[src/hdl/fgpd_pkg.sv]
`default_nettype none
// ----------------------------------------------------------------------------
// fgpd_pkg
// Types, constants, rule tables and the step program of the fuzzy-gain PD
// steering block.
// ----------------------------------------------------------------------------
package fgpd_pkg;

    // default band edges for the error and the error change
    localparam int E_SMALL_DEF   = 40;
    localparam int E_MEDIUM_DEF  = 100;
    localparam int E_BIG_DEF     = 200;
    localparam int EC_SMALL_DEF  = 5;
    localparam int EC_MEDIUM_DEF = 15;
    localparam int EC_BIG_DEF    = 30;

    // register indexes on the write port
    localparam logic [2:0] REG_BASE_P      = 3'd0;
    localparam logic [2:0] REG_BASE_D      = 3'd1;
    localparam logic [2:0] REG_CENTER_DUTY = 3'd2;
    localparam logic [2:0] REG_RANGE_LEFT  = 3'd3;
    localparam logic [2:0] REG_RANGE_RIGHT = 3'd4;

    // reset values of the registers
    localparam logic [9:0]  BASE_P_RST      = 10'd225;
    localparam logic [9:0]  BASE_D_RST      = 10'd150;
    localparam logic [15:0] CENTER_DUTY_RST = 16'd1500;
    localparam logic [11:0] RANGE_LEFT_RST  = 12'd200;
    localparam logic [11:0] RANGE_RIGHT_RST = 12'd200;

    // road classes
    localparam logic [1:0] ROAD_STRAIGHT = 2'd0;

    // fixed-point factors (Q0.16 or plain integers)
    localparam logic [9:0]  KP_NEAR   = 10'd655;   // 0.01
    localparam logic [9:0]  KP_FAR    = 10'd393;   // 0.006
    localparam logic [9:0]  KOUT_P    = 10'd983;   // 0.015
    localparam logic [12:0] KOUT_D    = 13'd6554;  // 0.1
    localparam logic [10:0] NEAR_EDGE = 11'd177;
    localparam logic [6:0]  D_NEAR    = 7'd100;
    localparam logic [6:0]  D_FAR     = 7'd10;
    localparam logic signed [10:0] LOST_EDGE   = 11'sd20;
    localparam logic signed [15:0] LOST_MARGIN = 16'sd40;

    // rule-table steps in Q16.16, rounded to nearest
    localparam logic [21:0] STEP_P1 =
        22'((64'd333 * 64'd35259 * 64'd65536 + 64'd500000) / 64'd1000000);
    localparam logic [21:0] STEP_P2 =
        22'((64'd667 * 64'd35259 * 64'd65536 + 64'd500000) / 64'd1000000);
    localparam logic [21:0] STEP_P3 =
        22'((64'd895 * 64'd35259 * 64'd65536 + 64'd500000) / 64'd1000000);
    localparam logic [21:0] STEP_D1 =
        22'((64'd333 * 64'd70518 * 64'd65536 + 64'd500000) / 64'd1000000);
    localparam logic [21:0] STEP_D2 =
        22'((64'd667 * 64'd70518 * 64'd65536 + 64'd500000) / 64'd1000000);
    localparam logic [21:0] STEP_D3 =
        22'((64'd895 * 64'd70518 * 64'd65536 + 64'd500000) / 64'd1000000);

    // 7x7 rules, row = error class, column = error-change class
    localparam logic signed [2:0] RULE_P [7][7] = '{
        '{3'sd3, 3'sd3, 3'sd2, 3'sd2, 3'sd1, 3'sd0, 3'sd0},
        '{3'sd3, 3'sd3, 3'sd2, 3'sd1, 3'sd1, 3'sd0, 3'sd1},
        '{3'sd2, 3'sd2, 3'sd2, 3'sd1, 3'sd0, 3'sd1, 3'sd1},
        '{3'sd2, 3'sd2, 3'sd1, 3'sd0, 3'sd1, 3'sd2, 3'sd2},
        '{3'sd1, 3'sd1, 3'sd0, 3'sd1, 3'sd1, 3'sd2, 3'sd2},
        '{3'sd1, 3'sd0, 3'sd1, 3'sd2, 3'sd2, 3'sd2, 3'sd3},
        '{3'sd0, 3'sd0, 3'sd2, 3'sd2, 3'sd2, 3'sd3, 3'sd3}
    };

    localparam logic signed [2:0] RULE_D [7][7] = '{
        '{ 3'sd1,  3'sd1, -3'sd3,  3'sd3, -3'sd3,  3'sd2,  3'sd1},
        '{ 3'sd1,  3'sd1, -3'sd3,  3'sd2, -3'sd2,  3'sd1,  3'sd0},
        '{ 3'sd0,  3'sd1, -3'sd2,  3'sd2, -3'sd1,  3'sd1,  3'sd0},
        '{ 3'sd0,  3'sd1, -3'sd1,  3'sd1, -3'sd1,  3'sd1,  3'sd0},
        '{ 3'sd0,  3'sd0,  3'sd0,  3'sd2,  3'sd0,  3'sd0,  3'sd0},
        '{ 3'sd3,  3'sd1,  3'sd1,  3'sd2,  3'sd1,  3'sd1,  3'sd3},
        '{ 3'sd3,  3'sd2,  3'sd2,  3'sd3,  3'sd1,  3'sd1,  3'sd3}
    };

    typedef struct packed {
        logic signed [10:0] track_error;
        logic [1:0]         road_kind;
    } frame_t;

    typedef struct packed {
        logic [15:0]        duty;
        logic signed [15:0] drive;
    } steer_t;

    typedef enum logic [1:0] {
        ST_IDLE = 2'b01,
        ST_RUN  = 2'b10
    } state_t;

    // datapath operations, one per control word
    typedef enum logic [3:0] {
        OP_SQ,      // x = |e| * |e|, d = straight D
        OP_KP,      // x = x * straight P factor
        OP_LDFZ,    // x, d = fuzzy P, D
        OP_KE,      // y = 983 * e
        OP_PE,      // acc = x * y
        OP_KEC,     // y = 6554 * ec
        OP_DEC,     // prod = d * y
        OP_ADD,     // acc = acc + prod
        OP_DRV,     // drive from acc, lost-line override
        OP_DUTY     // duty window, load result word
    } op_t;

    typedef enum logic [1:0] {
        COND_NEXT,
        COND_ALWAYS,
        COND_FUZZY
    } cond_t;

    typedef struct packed {
        op_t        op;
        cond_t      cond;
        logic [3:0] target;
    } ucode_t;

    localparam logic [3:0] STEP_LAST = 4'd9;

    function automatic ucode_t ucode_rom(input logic [3:0] step);
        ucode_t w;
        unique case (step)
            4'd0:    w = '{op: OP_SQ,   cond: COND_FUZZY,  target: 4'd2};
            4'd1:    w = '{op: OP_KP,   cond: COND_ALWAYS, target: 4'd3};
            4'd2:    w = '{op: OP_LDFZ, cond: COND_NEXT,   target: 4'd0};
            4'd3:    w = '{op: OP_KE,   cond: COND_NEXT,   target: 4'd0};
            4'd4:    w = '{op: OP_PE,   cond: COND_NEXT,   target: 4'd0};
            4'd5:    w = '{op: OP_KEC,  cond: COND_NEXT,   target: 4'd0};
            4'd6:    w = '{op: OP_DEC,  cond: COND_NEXT,   target: 4'd0};
            4'd7:    w = '{op: OP_ADD,  cond: COND_NEXT,   target: 4'd0};
            4'd8:    w = '{op: OP_DRV,  cond: COND_NEXT,   target: 4'd0};
            default: w = '{op: OP_DUTY, cond: COND_NEXT,   target: 4'd0};
        endcase
        return w;
    endfunction

    // seven-way banding; tests run in this order whatever the edges
    function automatic logic [2:0] band(
        input logic signed [12:0] x,
        input logic [11:0]        s,
        input logic [11:0]        m,
        input logic [11:0]        b
    );
        logic signed [12:0] ns;
        logic signed [12:0] nm;
        logic signed [12:0] nb;
        logic [2:0]         r;
        ns = -$signed({1'b0, s});
        nm = -$signed({1'b0, m});
        nb = -$signed({1'b0, b});
        if (x < 13'sd0) begin
            if (x < nb)      r = 3'd0;
            else if (x < nm) r = 3'd1;
            else if (x < ns) r = 3'd2;
            else             r = 3'd3;
        end else begin
            if (x > $signed({1'b0, b}))      r = 3'd6;
            else if (x > $signed({1'b0, m})) r = 3'd5;
            else if (x > $signed({1'b0, s})) r = 3'd4;
            else                             r = 3'd3;
        end
        return r;
    endfunction

    // signed step of a rule code; magnitude from the low two bits of |code|
    function automatic logic signed [22:0] rule_step(
        input logic signed [2:0] code,
        input logic              is_d
    );
        logic [2:0]  neg;
        logic [1:0]  mag;
        logic [21:0] val;
        neg = 3'(-code);
        mag = code[2] ? neg[1:0] : code[1:0];
        unique case (mag)
            2'd0: val = 22'd0;
            2'd1: val = is_d ? STEP_D1 : STEP_P1;
            2'd2: val = is_d ? STEP_D2 : STEP_P2;
            2'd3: val = is_d ? STEP_D3 : STEP_P3;
            default: val = 22'd0;
        endcase
        return code[2] ? -$signed({1'b0, val}) : $signed({1'b0, val});
    endfunction

endpackage
`default_nettype wire

[src/hdl/fuzzy_gain_pd_steering.sv]
`default_nettype none
// ----------------------------------------------------------------------------
// fuzzy_gain_pd_steering
// Fuzzy-gain PD steering: one servo duty and drive word per frame word.
// ----------------------------------------------------------------------------
//
//  channel   direction  handshake                     payload
//  frame     in         frame_valid / frame_ready     frame_t  {track_error, road_kind}
//  steer     out        steer_valid / steer_ready     steer_t  {duty, drive}
//  config    in         wr_en (no wait)               wr_index, wr_data
//
//  Sequence: a frame word is taken when the block is idle, then 9 of the 10
//  microprogram words run on one shared 32x26 multiplier (straight and fuzzy
//  gains each skip the other's load step); the last word loads the output
//  register and returns the block to idle, and only then can the next frame
//  word be taken.
//  Reset: rst_n clears control, the previous error and the registers to
//  their defaults; no clearing pass.
//  Stalls: a pending result does not block the next frame word; only the
//  last step waits while the output register still holds an untaken word.
//
module fuzzy_gain_pd_steering
    import fgpd_pkg::*;
#(
    parameter int E_SMALL   = E_SMALL_DEF,
    parameter int E_MEDIUM  = E_MEDIUM_DEF,
    parameter int E_BIG     = E_BIG_DEF,
    parameter int EC_SMALL  = EC_SMALL_DEF,
    parameter int EC_MEDIUM = EC_MEDIUM_DEF,
    parameter int EC_BIG    = EC_BIG_DEF
)(
    input  wire logic        clk,
    input  wire logic        rst_n,
    input  wire logic        frame_valid,
    output logic             frame_ready,
    input  wire frame_t      frame,
    output logic             steer_valid,
    input  wire logic        steer_ready,
    output steer_t           steer,
    input  wire logic        wr_en,
    input  wire logic [2:0]  wr_index,
    input  wire logic [15:0] wr_data
);

    localparam logic [11:0] E_S  = 12'(E_SMALL);
    localparam logic [11:0] E_M  = 12'(E_MEDIUM);
    localparam logic [11:0] E_B  = 12'(E_BIG);
    localparam logic [11:0] EC_S = 12'(EC_SMALL);
    localparam logic [11:0] EC_M = 12'(EC_MEDIUM);
    localparam logic [11:0] EC_B = 12'(EC_BIG);

    // configuration
    logic [9:0]  base_p_reg;
    logic [9:0]  base_d_reg;
    logic [15:0] center_reg;
    logic [11:0] range_left_reg;
    logic [11:0] range_right_reg;

    // control
    state_t     state_reg, state_next;
    logic [3:0] step_reg, step_next;
    logic       out_valid_reg, out_valid_next;
    ucode_t     uw;

    // datapath
    logic signed [10:0] prev_reg;
    logic signed [10:0] e_reg;
    logic signed [11:0] ec_reg;
    logic [1:0]         road_reg;
    logic signed [31:0] x_reg;      // P in Q16.16
    logic signed [27:0] d_reg;      // D in Q16.16
    logic signed [25:0] y_reg;      // scaled e or ec
    logic signed [51:0] acc_reg;    // Q20.32 sum
    logic signed [51:0] prod_reg;
    logic signed [15:0] drive_reg;
    steer_t             out_reg;

    logic               accept;
    logic               fuzzy;
    logic               out_free;
    logic [10:0]        ae;
    logic               near;
    logic signed [31:0] mul_a;
    logic signed [25:0] mul_b;
    logic signed [57:0] mul_p;

    assign accept      = frame_valid && frame_ready;
    assign frame_ready = (state_reg == ST_IDLE);
    assign steer_valid = out_valid_reg;
    assign steer       = out_reg;
    assign fuzzy       = (road_reg != ROAD_STRAIGHT);
    assign out_free    = !out_valid_reg || steer_ready;
    assign uw          = ucode_rom(step_reg);

    assign ae   = e_reg[10] ? 11'(~e_reg + 11'sd1) : 11'(e_reg);
    assign near = (ae < NEAR_EDGE);

    // ---------------- sequencer ----------------
    always_comb
    begin
        state_next     = state_reg;
        step_next      = step_reg;
        out_valid_next = out_valid_reg && !steer_ready;
        unique case (state_reg)
            ST_IDLE:
            begin
                if (accept)
                begin
                    state_next = ST_RUN;
                    step_next  = 4'd0;
                end
            end
            ST_RUN:
            begin
                if (uw.op == OP_DUTY)
                begin
                    // final step holds until the output register is free
                    if (out_free)
                    begin
                        state_next     = ST_IDLE;
                        out_valid_next = 1'b1;
                    end
                end
                else
                begin
                    unique case (uw.cond)
                        COND_NEXT:   step_next = step_reg + 4'd1;
                        COND_ALWAYS: step_next = uw.target;
                        COND_FUZZY:  step_next = fuzzy ? uw.target : step_reg + 4'd1;
                        default:     step_next = step_reg + 4'd1;
                    endcase
                end
            end
            default:
            begin
                state_next = ST_IDLE;
            end
        endcase
    end

    always_ff @(posedge clk or negedge rst_n)
    begin
        if (!rst_n)
        begin
            state_reg     <= ST_IDLE;
            step_reg      <= 4'd0;
            out_valid_reg <= 1'b0;
        end
        else
        begin
            state_reg     <= state_next;
            step_reg      <= step_next;
            out_valid_reg <= out_valid_next;
        end
    end

    // ---------------- configuration and previous error ----------------
    always_ff @(posedge clk or negedge rst_n)
    begin
        if (!rst_n)
        begin
            base_p_reg      <= BASE_P_RST;
            base_d_reg      <= BASE_D_RST;
            center_reg      <= CENTER_DUTY_RST;
            range_left_reg  <= RANGE_LEFT_RST;
            range_right_reg <= RANGE_RIGHT_RST;
            prev_reg        <= 11'sd0;
        end
        else
        begin
            if (wr_en)
            begin
                unique case (wr_index)
                    REG_BASE_P:      base_p_reg      <= wr_data[9:0];
                    REG_BASE_D:      base_d_reg      <= wr_data[9:0];
                    REG_CENTER_DUTY: center_reg      <= wr_data;
                    REG_RANGE_LEFT:  range_left_reg  <= wr_data[11:0];
                    REG_RANGE_RIGHT: range_right_reg <= wr_data[11:0];
                    default:         ;  // unmapped index, ignored
                endcase
            end
            if (accept)
                prev_reg <= frame.track_error;
        end
    end

    // ---------------- shared multiplier ----------------
    always_comb
    begin
        mul_a = 32'sd0;
        mul_b = 26'sd0;
        unique case (uw.op)
            OP_SQ:
            begin
                mul_a = $signed({21'd0, ae});
                mul_b = $signed({15'd0, ae});
            end
            OP_KP:
            begin
                mul_a = x_reg;
                mul_b = $signed({16'd0, (near ? KP_NEAR : KP_FAR)});
            end
            OP_KE:
            begin
                mul_a = $signed({22'd0, KOUT_P});
                mul_b = 26'(e_reg);
            end
            OP_PE:
            begin
                mul_a = x_reg;
                mul_b = y_reg;
            end
            OP_KEC:
            begin
                mul_a = $signed({19'd0, KOUT_D});
                mul_b = 26'(ec_reg);
            end
            OP_DEC:
            begin
                mul_a = 32'(d_reg);
                mul_b = y_reg;
            end
            default:
            begin
                mul_a = 32'sd0;
                mul_b = 26'sd0;
            end
        endcase
    end

    assign mul_p = mul_a * mul_b;

    // ---------------- fuzzy gains ----------------
    logic [2:0]         band_i, band_j;
    logic signed [2:0]  code_p, code_d;
    logic signed [31:0] p_fz;
    logic signed [27:0] d_fz;

    assign band_i = band(13'(e_reg), E_S, E_M, E_B);
    assign band_j = band(13'(ec_reg), EC_S, EC_M, EC_B);
    assign code_p = RULE_P[band_i][band_j];
    assign code_d = RULE_D[band_i][band_j];
    assign p_fz   = $signed({6'd0, base_p_reg, 16'd0}) + 32'(rule_step(code_p, 1'b0));
    assign d_fz   = $signed({2'd0, base_d_reg, 16'd0}) + 28'(rule_step(code_d, 1'b1));

    // ---------------- drive and duty ----------------
    logic signed [19:0] q_trunc;
    logic signed [15:0] drive_sat;
    logic signed [15:0] drive_val;
    logic signed [18:0] duty_sum, duty_hi, duty_lo, duty_clip;
    logic [15:0]        duty_val;

    // toward zero: floor, plus one for a negative sum with a fraction
    assign q_trunc = acc_reg[51:32] + 20'(acc_reg[51] && (acc_reg[31:0] != 32'd0));

    always_comb
    begin
        priority if (q_trunc > 20'sd32767)
            drive_sat = 16'sd32767;
        else if (q_trunc < -20'sd32768)
            drive_sat = -16'sd32768;
        else
            drive_sat = q_trunc[15:0];

        drive_val = drive_sat;
        // lost line: fixed drive once the error is clearly to one side
        if (road_reg[1])
        begin
            if (e_reg > LOST_EDGE)
                drive_val = $signed({4'd0, range_left_reg}) - LOST_MARGIN;
            if (e_reg < -LOST_EDGE)
                drive_val = LOST_MARGIN - $signed({4'd0, range_right_reg});
        end
    end

    assign duty_sum = $signed({3'd0, center_reg}) + 19'(drive_reg);
    assign duty_hi  = $signed({3'd0, center_reg}) + $signed({7'd0, range_right_reg});
    assign duty_lo  = $signed({3'd0, center_reg}) - $signed({7'd0, range_left_reg});

    always_comb
    begin
        duty_clip = duty_sum;
        if (duty_clip > duty_hi)
            duty_clip = duty_hi;
        if (duty_clip < duty_lo)
            duty_clip = duty_lo;
        priority if (duty_clip < 19'sd0)
            duty_val = 16'd0;
        else if (duty_clip > 19'sd65535)
            duty_val = 16'hFFFF;
        else
            duty_val = duty_clip[15:0];
    end

    // ---------------- datapath registers ----------------
    always_ff @(posedge clk)
    begin
        if (accept)
        begin
            e_reg    <= frame.track_error;
            ec_reg   <= 12'(frame.track_error) - 12'(prev_reg);
            road_reg <= frame.road_kind;
        end
        if (state_reg == ST_RUN)
        begin
            unique case (uw.op)
                OP_SQ:
                begin
                    x_reg <= mul_p[31:0];
                    d_reg <= near ? $signed({5'd0, D_NEAR, 16'd0})
                                  : $signed({5'd0, D_FAR, 16'd0});
                end
                OP_KP:   x_reg    <= mul_p[31:0];
                OP_LDFZ:
                begin
                    x_reg <= p_fz;
                    d_reg <= d_fz;
                end
                OP_KE:   y_reg    <= mul_p[25:0];
                OP_PE:   acc_reg  <= mul_p[51:0];
                OP_KEC:  y_reg    <= mul_p[25:0];
                OP_DEC:  prod_reg <= mul_p[51:0];
                OP_ADD:  acc_reg  <= acc_reg + prod_reg;
                OP_DRV:  drive_reg <= drive_val;
                OP_DUTY:
                begin
                    if (out_free)
                    begin
                        out_reg.duty  <= duty_val;
                        out_reg.drive <= drive_reg;
                    end
                end
                default: ;
            endcase
        end
    end

`ifndef NO_ASSERTIONS
    // a taken frame starts the program at its first step
    a_start: assert property (@(posedge clk) disable iff (!rst_n)
        accept |=> (state_reg == ST_RUN) && (step_reg == 4'd0))
        else $error("program did not start at step 0");

    // the step counter never leaves the program
    a_step_range: assert property (@(posedge clk) disable iff (!rst_n)
        (state_reg == ST_RUN) |-> (step_reg <= STEP_LAST))
        else $error("step counter out of program");

    // finishing the program always presents a result word
    a_finish: assert property (@(posedge clk) disable iff (!rst_n)
        (state_reg == ST_RUN) && (uw.op == OP_DUTY) && out_free
        |=> (state_reg == ST_IDLE) && out_valid_reg)
        else $error("result word not presented at end of program");

    // lost line to the right forces the left-range drive
    a_lost_left: assert property (@(posedge clk) disable iff (!rst_n)
        (state_reg == ST_RUN) && (uw.op == OP_DRV) && road_reg[1]
        && (e_reg > LOST_EDGE)
        |=> drive_reg == $signed({4'd0, range_left_reg}) - LOST_MARGIN)
        else $error("lost-line drive mismatch");

    // the previous error follows each taken frame
    a_prev: assert property (@(posedge clk) disable iff (!rst_n)
        accept |=> prev_reg == $past(frame.track_error))
        else $error("previous error not updated");
`endif

endmodule
`default_nettype wire

[config.mk]
export PLATFORM = sky130hd
export DESIGN_NAME = fuzzy_gain_pd_steering
export DESIGN_NICKNAME = d
export VERILOG_FILES = /design/src/hdl/fgpd_pkg.sv /design/src/hdl/fuzzy_gain_pd_steering.sv
export SDC_FILE = /design/constraint.sdc
export NUM_CORES = 2
export LEC_CHECK = 0
export BUFFER_PORTS_ARGS = -buffer_cell sky130_fd_sc_hd__clkbuf_2
export CAP_MARGIN = 30
export CORE_MARGIN = 5
export CORE_UTILIZATION = 47
export CTS_CLUSTER_DIAMETER = 120
export CTS_CLUSTER_SIZE = 10
export DETAILED_ROUTE_END_ITERATION = 10
export SLEW_MARGIN = 20
export SYNTH_ARGS = -nofsm -noshare
export SYNTH_HDL_FRONTEND = slang
export SYNTH_SLANG_ARGS = --single-unit
[constraint.sdc]
create_clock -name clk -period 18.3 [get_ports clk]
set_input_delay 2.745 -clock clk [delete_from_list [all_inputs] [get_ports clk]]
set_output_delay 2.745 -clock clk [all_outputs]
set_load 0.005 [all_outputs]
==> results.json <==
{
  "grt_pass1_wl_um": 234000,
  "synth-simple-area-share_pct": 13.5,
  "hold_slack_ns": 0.506,
  "drive_above_1_share_pct": 7.10,
  "clkLatencyLatePin_ns": 0.58,
  "postCtsSetupBuffers": 0,
  "post-dp-hpwl_um": 120000,
  "setup_tns_ns": 0,
  "syn-cell-area_um2": 49100,
  "tightestPinTransition_ns": 1.13,
  "top_layer": "met4",
  "outcome": "completed",
  "hp-class": "flop to flop",
  "grt_pass1_vias": 39130,
  "place_area_um2": 51200,
  "postSynthCellCount": 5320,
  "fin_cells": 6718,
  "synth-edff-count": 255,
  "finalHoldViolCount": 0,
  "drtAntennaViolNets": 0,
  "clock.fmax_mhz": 92.6,
  "synth-xor-area-share_pct": 3.92,
  "synth_mux_area_share_pct": 1.78,
  "clock_path_buffers": 3,
  "design_area_um2": 52400,
  "vias": 37908,
  "fin_crit_sh_pct": 59.0,
  "synth_compound_area_share_pct": 10.8,
  "ctsHoldBuffers": 0,
  "met3_length_um": 11600,
  "required_ns": 18.61,
  "post-place-cells": 6641,
  "io_pins": 71,
  "wl_per_cell_um": 22.4,
  "num_rows": 118,
  "drtPass1Iterations": 6,
  "grt_antenna_before_repair": 3,
  "yosysWarnings": 0,
  "cp-end-kind": "flop",
  "met1_length_um": 66600,
  "die_area_um2": 111000,
  "synth-main-ff-cell": "edfxtp_1",
  "grt_use_total_pct": 27.1,
  "synth-seq-cells": 333,
  "coreArea_um2": 104000,
  "rsz0062_at_grt": "no",
  "cts_tree": "built",
  "viasPerCell": 5.64,
  "cts_root_buffer": "clkbuf_16",
  "report.final.slew_viol_count": 0,
  "cts_resized": 0,
  "maxSlewHeadroom_pct": 24.9,
  "synth_top_family_by_area": "adder cells",
  "synth_seq_area_share_pct": 19.6,
  "setup_viol": 0,
  "drc": 0,
  "syn-num-nets": 6481,
  "wl_met2_um": 67200,
  "period_needed_ns": 10.80,
  "cts_buffers": 39,
  "start_kind": "flop",
  "clk_pin_slew_ns": 0.06,
  "synth_cell_types": 96,
  "wirelength_um": 151000,
  "grt_max_degree": 70,
  "max-cap-violations": 0,
  "h-tree-depth": 2,
  "first_iter_violations": 3331,
  "synthAdderAreaFrac_pct": 40.8,
  "portBuffers": 70,
  "cts.sinks": 333,
  "start_util_pct": 47.4,
  "gp_congestion": 0.961,
  "skew_ns": 0.0481,
  "path_class": "flop to flop",
  "async_flop_share_pct": 23.4,
  "die_w_um": 333,
  "syn2layout_area_growth_pct": 6.75,
  "gr-total-overflow": 0,
  "nets": 6471,
  "die_y_um": 333,
  "crit_fanout": 30,
  "cp.arrival_ns": 11.11,
  "avgSynthCellArea_um2": 9.23
}
## cells in the final DEF (no fill, tap or decap), types with 41 or more instances in the layout
master,instances
a21o_1,102
o21ai_0,179
edfxtp_1,255
buf_4,109
xnor2_1,149
fa_1,796
clkbuf_16,41
and2_1,46
nor2_1,356
nand3_1,58
nor3_1,42
inv_1,1001
ha_1,328
mux2_2,66
clkbuf_2,69
a21oi_1,183
dfrtp_1,56
nand2_1,809
xor2_1,68
## routing by layer
| metal | vias up | GRT usage [%] |
|---|---|---|
| met3 | 278 | 4.98 |
| met5 | - | 0 |
| met2 | 1443 | 42.6 |
| li1 | 16951 | - |
| met1 | 19236 | 38.6 |
| met4 | 0 | 8.21 |
## cells by family after synthesis
group / count (synthesis)
muxes: 79
adders and majority gates: 1124
xor gates and xnor gates: 218
DFF: 333
and+or+nand+nor: 1523
AOI/OAI and AO/OA: 804
buffers and inverters: 1239
## synth_stat cells, drive strengths merged, types with 47 or more instances
cell type / n / area share (%)
a21o: 102 / 1.6
a21oi: 184 / 1.9
and2: 48 / 0.61
buf: 47 / 0.47
clkbuf: 189 / 1.4
dfrtp: 56 / 2.9
edfxtp: 255 / 16
fa: 796 / 32
ha: 328 / 8.4
inv: 1002 / 7.7
mux2: 68 / 1.6
nand2: 811 / 6.2
nand3: 58 / 0.59
nor2: 360 / 2.8
o21ai: 183 / 1.9
xnor2: 149 / 2.7
xor2: 68 / 1.2
## area by class of cell
type / count / area (um^2)
Antenna cell: 2 / 5.00
Clock buffer: 65 / 1120
Clock inverter: 2 / 28.8
Fill cell: 9775 / 51200
Inverter: 1003 / 3760
Multi-Input combinational cell: 3748 / 34900
Sequential cell: 333 / 9640
Tap cell: 1380 / 1730
Timing Repair Buffer: 185 / 1270
## through the flow
step,util [%],setup WS [ns]
2_1_floorplan,-,8.91
3_3_place_gp,49.3,7.36
3_5_place_dp,49.4,7.58
4_1_cts,50.5,7.57
5_1_grt,50.6,6.94
6_report,50.6,7.50
## path summary, 6_finish.rpt
| kind | start | to | slack, ns | depth (start not counted) |
|---|---|---|---|---|
| min in group asynchronous | rst_n | prev_reg[5] | 2.01 | 1 |
| worst min-delay path | range_left_reg[9] | range_left_reg[9] | 0.51 | 1 |
| max in group asynchronous | rst_n | base_p_reg[5] | 15.33 | 3 |
| worst max register to register | step_reg[0] | acc_reg[49] | 7.50 | 27 |
| worst max-delay path | step_reg[0] | acc_reg[49] | 7.50 | 27 |
| worst min register to register | range_left_reg[9] | range_left_reg[9] | 0.51 | 1 |
## worst max-delay path: stages (launching register included)
cell,delay (ns)
dfrtp_1,0.73
xor2_1,0.51
and2_1,0.70
buf_4,0.47
a21oi_1,0.14
nand2_1,0.77
nand2_1,0.19
fa_1,0.50
fa_1,0.50
fa_1,0.49
inv_1,0.05
fa_1,0.50
fa_1,0.51
fa_1,0.49
inv_1,0.06
fa_1,0.53
inv_1,0.04
ha_1,0.38
a2111oi_0,0.62
a211oi_1,0.22
o21ai_0,0.33
a31oi_1,0.15
buf_4,0.21
a21boi_0,0.46
o21ai_1,0.27
a31oi_1,0.25
xnor2_1,0.12
mux2_2,0.27
Power is left out: the tool's default activity adds up to more than one toggle a clock period on the data nets, which glitch-free logic cannot reach.
